## config.mk

```make
export PLATFORM = sky130hd
export DESIGN_NAME = spq_cell
export DESIGN_NICKNAME = d
export VERILOG_FILES = /design/src/hdl/spq_pkg.sv /design/src/hdl/spq_cell.sv
export SDC_FILE = /design/constraint.sdc
export NUM_CORES = 1
export LEC_CHECK = 0
export CAP_MARGIN = 20
export CORE_ASPECT_RATIO = 1.75
export CORE_MARGIN = 2
export CORE_UTILIZATION = 65
export CTS_BUF_LIST = sky130_fd_sc_hd__clkbuf_16
export DETAILED_ROUTE_END_ITERATION = 8
export DONT_BUFFER_PORTS = 1
export PLACE_DENSITY_LB_ADDON = 0.12
export REMOVE_ABC_BUFFERS = 1
export SETUP_SLACK_MARGIN = 0.4
export SLEW_MARGIN = 20
export SYNTH_ARGS = -nofsm -noshare
export SYNTH_HDL_FRONTEND = slang
export SYNTH_SLANG_ARGS = --single-unit
```

## constraint.sdc

```tcl
create_clock -name clk_i -period 12.2 [get_ports clk_i]
set_input_delay 1.83 -clock clk_i [delete_from_list [all_inputs] [get_ports clk_i]]
set_output_delay 1.83 -clock clk_i [all_outputs]
set_load 0.01 [all_outputs]
```

## src/hdl/spq_pkg.sv

```systemverilog
// Shared constants and types for the sorted priority queue.
package spq_pkg;

  // Default sizes
  localparam int unsigned CapacityDef     = 64;
  localparam int unsigned PriorityBitsDef = 16;
  localparam int unsigned DataBitsDef     = 32;

  // Command codes
  typedef enum logic {
    CMD_ENQ = 1'b0,
    CMD_DEQ = 1'b1
  } cmd_e;

  // Result status codes
  typedef enum logic [1:0] {
    ST_DONE  = 2'd0,
    ST_EMPTY = 2'd1,
    ST_FULL  = 2'd2
  } status_e;

  // Per-cell shift control handed down the chain
  typedef struct packed {
    logic ins_en;   // an insert happens this cycle
    logic prev_le;  // lower neighbor keeps its entry (holds priority <= key)
  } cell_ctrl_t;

endpackage

```

## src/hdl/spq_cell.sv

```systemverilog
// One slot of the sorted chain: holds an entry, compares it, shifts or loads.
module spq_cell #(
  parameter int unsigned IDX           = 0,
  parameter int unsigned CNT_W         = 7,
  parameter int unsigned PRIORITY_BITS = spq_pkg::PriorityBitsDef,
  parameter int unsigned DATA_BITS     = spq_pkg::DataBitsDef
) (
  input  logic                     clk_i,
  input  spq_pkg::cell_ctrl_t      ctrl_i,
  input  logic [CNT_W-1:0]         count_i,
  input  logic [PRIORITY_BITS-1:0] key_i,
  input  logic [DATA_BITS-1:0]     new_data_i,
  input  logic [PRIORITY_BITS-1:0] nb_pri_i,
  input  logic [DATA_BITS-1:0]     nb_data_i,
  output logic                     le_o,
  output logic [PRIORITY_BITS-1:0] pri_o,
  output logic [DATA_BITS-1:0]     data_o
);

  logic [PRIORITY_BITS-1:0] pri_q;
  logic [DATA_BITS-1:0]     data_q;
  logic                     occupied;

  // Slot holds a live entry when it sits below the fill count
  assign occupied = (count_i > CNT_W'(IDX));
  assign le_o     = occupied && (pri_q <= key_i);

  // Live entries at or below the key stay; the first slot past them loads
  // the new entry, the ones above take their lower neighbor's entry.
  always_ff @(posedge clk_i) begin
    if (ctrl_i.ins_en && !le_o) begin
      if (ctrl_i.prev_le) begin
        pri_q  <= key_i;
        data_q <= new_data_i;
      end else begin
        pri_q  <= nb_pri_i;
        data_q <= nb_data_i;
      end
    end
  end

  assign pri_o  = pri_q;
  assign data_o = data_q;

endmodule

```

==> summary.md, run 1 <==
* run status: finished, final reports clean
* number of detailed-route iterations in the first pass: 4
* non-filler instance count after layout: 214
* number of synthesis warnings: 0
* multiplexer share of the synthesized area: 22.0%
* clock root buffer master: clkbuf_16
* count of distinct cell types in the synthesized netlist: 22
* measured slew at the worst slew-check pin: 0.609 ns
* element type at the critical path end: primary output
* classification of the worst setup path: in -> out
* worst setup skew after layout: 0.00639 ns
* fraction of the mapped netlist area in simple logic gates: 3.62%
* final count of negative-setup-slack endpoints: 0
* setup TNS: 0 ns
* maximum number of buffers from clock root to sink: 2
* first-pass GRT wire length: 7070 µm
* final design area excluding fillers: 0.00266 mm²
* share of cells above drive strength 1: 35.1%
* initial standard-cell utilization of the core: 67.7%
* share of the cycle needed by the critical path after routing: 41.7%
* power density of the placed cells: 141 mW/mm²
* maximum number of pins on one net before global-route repair: 49
* sum of net half-perimeters after detailed placement: 3700 µm
* Clock Pin Slew Worst Setup and Hold Paths: 0.06 ns
* antenna violations before repair: 0
* fraction of the yosys area taken by sequential cells: 58.7%
* number of rows in the core area: 29
* post-detailed-route via-to-cell ratio: 6.40
* Avg Inst Size Synth: 15.0 µm²
* instance area at placement: 0.00251 mm²
* Area Growth Syn to Fin: 8.10%
* minimum period implied by the final worst setup slack: 5.08 ns
* Total Routing Usage GR: 22.2%
* normalized max-slew margin: 59.4%
* fraction of synthesis flops using an asynchronous set or reset pin: 0%
* largest family of logic cells by synthesized area: multiplexers
* Leak Pwr: 0.957 nW
* number of hold violations in the final report: 0
* Final Hold Slack: 1.59 ns
* gpl congestion: 0.773
* Synth area leaders: edfxtp_1 59%, mux2_2 22%, ha_1 8.2%
* total grt overflow: 0
* peak fanout along the critical path: 3
* parity-gate share of the synthesized area counting xor and xnor cells: 0%
* post-placement setup slack: 7.13 ns
* number of sinks driven by the clock tree: 48
* number of cells after detailed placement: 206
* setup repair after global routing missed its margin: no
* worst setup slack after layout: 7.12 ns
* routed length per placed instance: 22.4 µm
* top cell type's share of synthesized area: 58.7%
* die area: 0.00431 mm²
* number of post-CTS setup repair buffers: 0
* clock latency of the later-clocked register in the worst-skew pair: 0.28 ns
* vias after detailed routing: 1370
* count of nets left with antenna violations after detail routing: 0
* Num CTS Buffers: 5
* Peak VDD IR: 127 µV
* dominant synthesized flop cell: edfxtp_1
* data arrival time of the critical path: 3.25 ns
* maximum level of the CTS H-tree: 2
* core outline area: 0.00363 mm²
* Routed Wire Length: 4800 µm
* required time at the endpoint of the critical path: 10.37 ns
* Worst setup SP type: input pin
* leading cell types by count after synthesis: 48 x edfxtp_1, 48 x mux2_2, 16 x ha_1, 16 x inv_1, 6 x a21oi_1
* clock tree from TritonCTS: built
* Antenna Diode Count: 0
* number of buffer cells added on primary ports: 0
* hold buffer count at cts: 0
* class of the worst hold path: reg -> reg
* Die Wd: 50.5 µm
* Max-cap violations: 0
* flop and latch count out of synthesis: 48
* nets: 289
* Peak Freq: 197 MHz
* vias in the first global route: 1519
* synthesized instance count: 164
* # DRC: 0
* complex-gate fraction of the synthesized area: 4.08%
* biggest area consumer among synthesized cells: edfxtp_1
* DRT iter0 DRCs: 9
* Die Span Y: 85.3 µm
* cell area after technology mapping: 0.00246 mm²
* area share of fa/ha/maj cells after synthesis: 8.15%
* number of primary I/O pins: 155
* Resized Gates After CTS: 0
* Post-synth EDFFs: 48
* max-slew violation total from the final report: 0
==> routing by layer <==
metal | up-vias | part of all wire (%) | GRT usage, %
met3 | 6 | 12 | 9.33
met5 | - | 0 | 0
met2 | 95 | 57 | 41.0
li1 | 629 | - | -
met4 | 0 | 1.4 | 7.37
met1 | 640 | 30 | 21.2
==> path summary, 6_finish.rpt <==
| check | slack, ns | cells past startpoint | start | endpoint |
|---|---|---|---|---|
| worst max-delay path | 7.12 | 5 | key_i[15] | le_o |
| worst min-delay path | 1.59 | 5 | pri_o[2] | pri_o[2] |
| worst max register to register | 9.56 | 6 | pri_o[9] | pri_o[11] |
| worst min register to register | 1.59 | 5 | pri_o[2] | pri_o[2] |
==> cell families after synthesis <==
family | count (synthesis)
buffers and inverters | 21
AOI/OAI and AO/OA | 15
adders and majority gates | 16
DFF | 48
and+or+nand+nor | 16
muxes | 48
==> sequential cells by signal (all words and copies together), names as in the netlist <==
name	count
data_o	32
pri_o	16
==> critical path, stage by stage <==
cell and delay [ns]:
inv_1 0.02, ha_1 0.32, a221o_2 0.36, a311oi_1 0.44, a31o_1 0.28
==> where the power goes <==
group	switching, mW	internal, mW	leakage (nW)
sequential	0.0106	0.197	0.447
combinational	0.0169	0.0184	0.446
clock	0.0548	0.0751	0.0635
total	0.0824	0.291	0.957
==> through the flow <==
stage,power [mW],utilization [%]
global route,0.386,73.2
CTS,0.376,73.2
floorplan,0.238,-
detailed placement,0.247,69.2
global placement,0.244,69.2
finish,0.373,73.2
==> layout make-up <==
| type | count | area (µm²) |
|---|---|---|
| Clock buffer | 5 | 125 |
| Clock inverter | 3 | 18.8 |
| Fill cell | 270 | 973 |
| Inverter | 16 | 60.1 |
| Multi-Input combinational cell | 95 | 945 |
| Sequential cell | 48 | 1440 |
| Tap cell | 46 | 57.6 |
| Timing Repair Buffer | 1 | 7.51 |
==> cell usage in the layout, fill, tap and decap left out, drive strengths merged, types with 2 or more instances in the layout <==
| cell | Yosys | layout |
|---|---|---|
| a21oi | 6 | 6 |
| clkbuf | 0 | 5 |
| clkinvlp | 0 | 2 |
| edfxtp | 48 | 48 |
| ha | 16 | 16 |
| inv | 16 | 16 |
| mux2 | 48 | 48 |
| nand2 | 5 | 5 |
| nand4 | 2 | 2 |
| nor3 | 3 | 3 |
| nor4 | 2 | 2 |
| o21ai | 2 | 2 |
No activity file was read; power rests on OpenSTA's default activity.
==> run 2: changes to the inputs <==
--- a/config.mk
+++ b/config.mk
@@ -8,7 +8,7 @@
 export CAP_MARGIN = 20
 export CORE_ASPECT_RATIO = 1.75
 export CORE_MARGIN = 2
-export CORE_UTILIZATION = 65
+export CORE_UTILIZATION = 63
 export CTS_BUF_LIST = sky130_fd_sc_hd__clkbuf_16
 export DETAILED_ROUTE_END_ITERATION = 8
 export DONT_BUFFER_PORTS = 1
==> constraint.sdc (replaced) <==
create_clock -name clk_i -period 4.85 [get_ports clk_i]
set_input_delay 0.7275 -clock clk_i [delete_from_list [all_inputs] [get_ports clk_i]]
set_output_delay 0.7275 -clock clk_i [all_outputs]
set_load 0.01 [all_outputs]
==> summary.md, run 2 (synthesis results as in run 1) <==
* gpl congestion: 0.780
* Antenna Diode Count: 0
* clock root buffer master: clkbuf_16
* initial standard-cell utilization of the core: 64.8%
* internal power contribution: 0.782 mW
* vias after detailed routing: 1333
* Max-cap violations: 0
* Die Span Y: 86.6 µm
* minimum period implied by the final worst setup slack: 2.96 ns
* element type at the critical path end: flop
* setup repair after global routing missed its margin: no
* clock latency of the later-clocked register in the worst-skew pair: 0.28 ns
* Net Switching: 0.203 mW
* Total Routing Usage GR: 21.5%
* power density of the placed cells: 368 mW/mm²
* number of detailed-route iterations in the first pass: 4
* worst setup skew after layout: 0.00571 ns
* Num CTS Buffers: 5
* setup TNS: 0 ns
* number of hold violations in the final report: 0
* instance area at placement: 0.00251 mm²
* number of primary I/O pins: 155
* run status: finished, final reports clean
* number of buffer cells added on primary ports: 0
* first-pass GRT wire length: 6820 µm
* sequential fraction of design power: 53.1%
* final count of negative-setup-slack endpoints: 0
* max-slew violation total from the final report: 0
* area of the multi-input gates: 945 µm²
* Area Growth Syn to Fin: 9.02%
* routed length per placed instance: 22.2 µm
* share of cells above drive strength 1: 35.1%
* data arrival time of the critical path: 2.90 ns
* required time at the endpoint of the critical path: 4.79 ns
* Gate power share: 8.9%
* maximum level of the CTS H-tree: 2
* Leak Pwr: 0.978 nW
* share of the cycle needed by the critical path after routing: 60.9%
* Peak VDD IR: 287 µV
* die area: 0.00443 mm²
* Resized Gates After CTS: 0
* measured slew at the worst slew-check pin: 0.662 ns
* final-layout fill cell count: 275
* maximum number of buffers from clock root to sink: 2
* maximum number of pins on one net before global-route repair: 49
* sequential standard cell area: 0.00144 mm²
* peak fanout along the critical path: 29
* class of the worst hold path: in -> reg
* number of post-CTS setup repair buffers: 0
* switching share of power: 20.6%
* max FFs per register: 32
* Peak Freq: 338 MHz
* post-detailed-route via-to-cell ratio: 6.17
* nets: 289
* core outline area: 0.00379 mm²
* DRT iter0 DRCs: 8
* vias in the first global route: 1393
* Clock Pin Slew Worst Setup and Hold Paths: 0.06 ns
* hold buffer count at cts: 0
* highest-count cells in the layout ignoring fill and taps: 48 x mux2_2, 48 x edfxtp_1, 17 x inv_1, 16 x ha_1, 6 x a21oi_1
* Worst setup SP type: flop
* number of sinks driven by the clock tree: 48
* Routed Wire Length: 4800 µm
* number of rows in the core area: 30
* Die Wd: 51.2 µm
* antenna violations before repair: 0
* total grt overflow: 0
* normalized max-slew margin: 55.9%
* clock tree from TritonCTS: built
* sum of net half-perimeters after detailed placement: 3670 µm
* classification of the worst setup path: reg -> reg
* count of nets left with antenna violations after detail routing: 0
* power share of the clock group: 38.0%
* final design area excluding fillers: 0.00268 mm²
* # DRC: 0
==> run 2: cell types whose count changed in the layout (fill, tap and decap cells not counted), sizes merged <==
cell      before  now
inv           16   17
bufinv         0    1
clkinvlp       2    0
==> run 2: cell type report <==
| type | instances | area share, % |
|---|---|---|
| Sequential cell | 48 | 53.8 |
| Multi-Input combinational cell | 95 | 35.3 |
| Clock buffer | 5 | 4.67 |
| Inverter | 16 | 2.24 |
| Tap cell | 48 | 2.24 |
| Clock inverter | 3 | 1.45 |
| Timing Repair Buffer | 1 | 0.280 |
==> run 2: worst paths after layout <==
path | to | from | slack [ns] | depth (start not counted)
worst min register to register | pri_o[14] | pri_o[8] | 1.41 | 5
worst max register to register | pri_o[5] | pri_o[15] | 1.89 | 6
worst max-delay path | pri_o[5] | pri_o[15] | 1.89 | 6
worst min-delay path | data_o[4] | nb_data_i[4] | 0.66 | 1
==> run 2: layer usage <==
metal  vias up  track usage, %  share of wire (%)
met4         0            9.83                2.2
met3        10            8.79                 12
met5         -               0                  0
met2        91            38.5                 55
met1       603            20.8                 31
li1        629               -                  -
==> run 2: stage by stage <==
stage               power (mW)  worst slack [ns]  utilization (%)  hold slack (ns)  cells
global placement         0.615              1.71             66.3            0.948    208
floorplan                0.600             0.195                -            0.947    159
global route              1.02              1.76             70.6            0.657    216
CTS                      0.996              1.89             70.6            0.659    216
detailed placement       0.620              1.63             66.3            0.950    208
finish                   0.985              1.89             70.6            0.663    216
==> run 2: power groups by stage <==
stage	Sequential, mW	Clock, mW	Combinational [mW]
after CTS	0.524	0.383	0.0891
after floorplan	0.530	0	0.0702
after global placement	0.532	0	0.0834
final	0.523	0.374	0.0879
after global routing	0.526	0.396	0.0973
after detailed placement	0.532	0	0.0884
==> run 2: worst max-delay path: stages (launching register included) <==
cell and delay, ns:
edfxtp_1 0.45, ha_1 0.35, nand4_1 0.14, or2_1 0.28, a211o_1 0.33, a31oi_4 0.59, buf_4 0.47
==> run 3: changes to the inputs <==
==> constraint.sdc (replaced) <==
create_clock -name clk_i -period 2.89 [get_ports clk_i]
set_input_delay 0.4335 -clock clk_i [delete_from_list [all_inputs] [get_ports clk_i]]
set_output_delay 0.4335 -clock clk_i [all_outputs]
set_load 0.01 [all_outputs]
==> summary.md, run 3 (synthesis results as in run 1) <==
* run status: finished, final reports clean
* vias in the first global route: 1514
* Max-cap violations: 0
* category of cells accounting for the largest share of critical-path delay: compound AO/OA/AOI/OAI gates
* Routed Wire Length: 5410 µm
* clock latency of the later-clocked register in the worst-skew pair: 0.28 ns
* non-filler instance count after layout: 229
* Die Wd: 51.2 µm
* Critical Path Slowest Stage Cell: edfxtp_1
* DRT iter0 DRCs: 17
* highest-count cells in the layout ignoring fill and taps: 48 x mux2_2, 48 x edfxtp_1, 17 x inv_1, 11 x ha_1, 8 x clkbuf_16
* maximum number of buffers from clock root to sink: 2
* antenna violations before repair: 0
* number of hold violations in the final report: 0
* Peak Freq: 396 MHz
* area of the multi-input gates: 0.00103 mm²
* core outline area: 0.00379 mm²
* worst setup slack after layout: 0.365 ns
* max FFs per register: 32
* normalized max-slew margin: 72.0%
* worst setup skew after layout: 0.00255 ns
* # DRC: 0
* number of buffer cells added on primary ports: 0
* class of the worst hold path: in -> reg
* data arrival time of the critical path: 2.52 ns
* Critical R2R Launch: pri_o[9]
* sum of buffers and inverters on the critical path: 3
* required time at the endpoint of the critical path: 2.89 ns
* hold buffer count at cts: 0
* clock tree from TritonCTS: built
* element type at the critical path end: flop
* vias after detailed routing: 1458
* Die Span Y: 86.6 µm
* nets: 302
* peak fanout along the critical path: 6
* most common cell type on the critical path: buf_6
* initial standard-cell utilization of the core: 64.8%
* Num CTS Buffers: 5
* Worst setup SP type: flop
* classification of the worst setup path: reg -> reg
* clock root buffer master: clkbuf_16
* die area: 0.00443 mm²
* Antenna Diode Count: 0
* first-pass GRT wire length: 7130 µm
* post-placement setup slack: 0.507 ns
* number of detailed-route iterations in the first pass: 4
* setup TNS: 0 ns
* power density of the placed cells: 584 mW/mm²
* number of primary I/O pins: 155
* max-slew violation total from the final report: 0
* sum of net half-perimeters after detailed placement: 3730 µm
* minimum period implied by the final worst setup slack: 2.53 ns
* maximum level of the CTS H-tree: 2
* post-detailed-route via-to-cell ratio: 6.37
* Leak Pwr: 1.08 nW
* peak per-stage delay on the critical path: 0.50 ns
* number of rows in the core area: 30
* measured slew at the worst slew-check pin: 0.415 ns
* setup repair after global routing missed its margin: yes
* number of cells after detailed placement: 208
* gpl congestion: 0.776
* Area Growth Syn to Fin: 20.6%
* launch point of the worst path: pri_o[9]
* Clock Pin Slew Worst Setup and Hold Paths: 0.06 ns
* final-layout fill cell count: 238
* count of nets left with antenna violations after detail routing: 0
* share of cells above drive strength 1: 45.3%
* total grt overflow: 0
* share of the cycle needed by the critical path after routing: 87.4%
* Total Routing Usage GR: 22.2%
* Hold Crit Start: nb_data_i[12]
* Peak VDD IR: 465 µV
* final count of negative-setup-slack endpoints: 0
* maximum number of pins on one net before global-route repair: 49
* series of cell instances along the critical path: ha_4, nand2_2, or3_4, a211o_1, buf_6, a31oi_4, buf_6, clkbuf_16
* power after layout: 1.73 mW
* routed length per placed instance: 23.6 µm
* sequential standard cell area: 0.00144 mm²
* number of sinks driven by the clock tree: 48
-- run 3: cell types whose count changed in the layout (fill, tap and decap cells not counted), moves of 2 or more --
| cell | previous run | this run |
|---|---|---|
| nand2_2 | 0 | 2 |
| ha_4 | 0 | 5 |
| nand2_1 | 5 | 3 |
| buf_8 | 0 | 2 |
| buf_6 | 0 | 6 |
| ha_1 | 16 | 11 |
| clkbuf_16 | 5 | 8 |
-- run 3: per-stage QoR --
stage | area [µm²] | hold WS (ns) | util, %
2_1_floorplan | 2430 | 0.653 | -
3_3_place_gp | 2530 | 0.654 | 66.6
4_1_cts | 2740 | 0.367 | 72.3
6_report | 2960 | 0.371 | 78.1
5_1_grt | 2960 | 0.364 | 78.1
3_5_place_dp | 2530 | 0.657 | 66.6
-- run 3: cell type report --
cell class / count / area share [%]
multi-input combinational: 95 / 34.7
tap: 48 / 2.03
inverter: 16 / 2.03
sequential: 48 / 48.7
clock buffer: 5 / 4.22
clock inverter: 3 / 1.31
timing repair buffer: 14 / 7.01
-- run 3: power breakdown --
| group | total [mW] | internal, mW | leakage, nW | switching, mW |
|---|---|---|---|---|
| combinational | 0.218 | 0.127 | 0.550 | 0.0905 |
| clock | 0.631 | 0.403 | 0.0850 | 0.228 |
| sequential | 0.879 | 0.833 | 0.447 | 0.0465 |
| total | 1.73 | 1.36 | 1.08 | 0.365 |
-- run 3: worst register-to-register path, stage by stage (launching register included) --
cell and delay, ns:
edfxtp_1 0.50, ha_4 0.32, nand2_2 0.07, or3_4 0.35, a211o_1 0.31, buf_6 0.13, a31oi_4 0.26, buf_6 0.16
clkbuf_16 0.14
-- run 3: repair_timing --
| item | in CTS | in global routing |
|---|---|---|
| pin swaps | 3 | 1 |
| cloned | 0 | 6 |
| gates resized for setup | 4 | 13 |
| setup buffers | 1 | 6 |
| hold endpoints to repair | 0 | 0 |
| setup endpoints to repair | 1 | 49 |
-- run 3: layer usage --
layer | global-route usage, % | up-vias | routed length (µm)
li1 | - | 656 | -
met1 | 21.2 | 687 | 1620
met5 | 0 | - | 0
met4 | 10.1 | 0 | 123
met2 | 40.7 | 103 | 3130
met3 | 8.28 | 12 | 543
-- run 3: final timing paths --
check	endpoint	slack (ns)	cells after the start
max reg2reg	pri_o[14]	0.36	8
max	pri_o[14]	0.36	8
min	data_o[12]	0.37	1
min reg2reg	data_o[10]	1.34	5
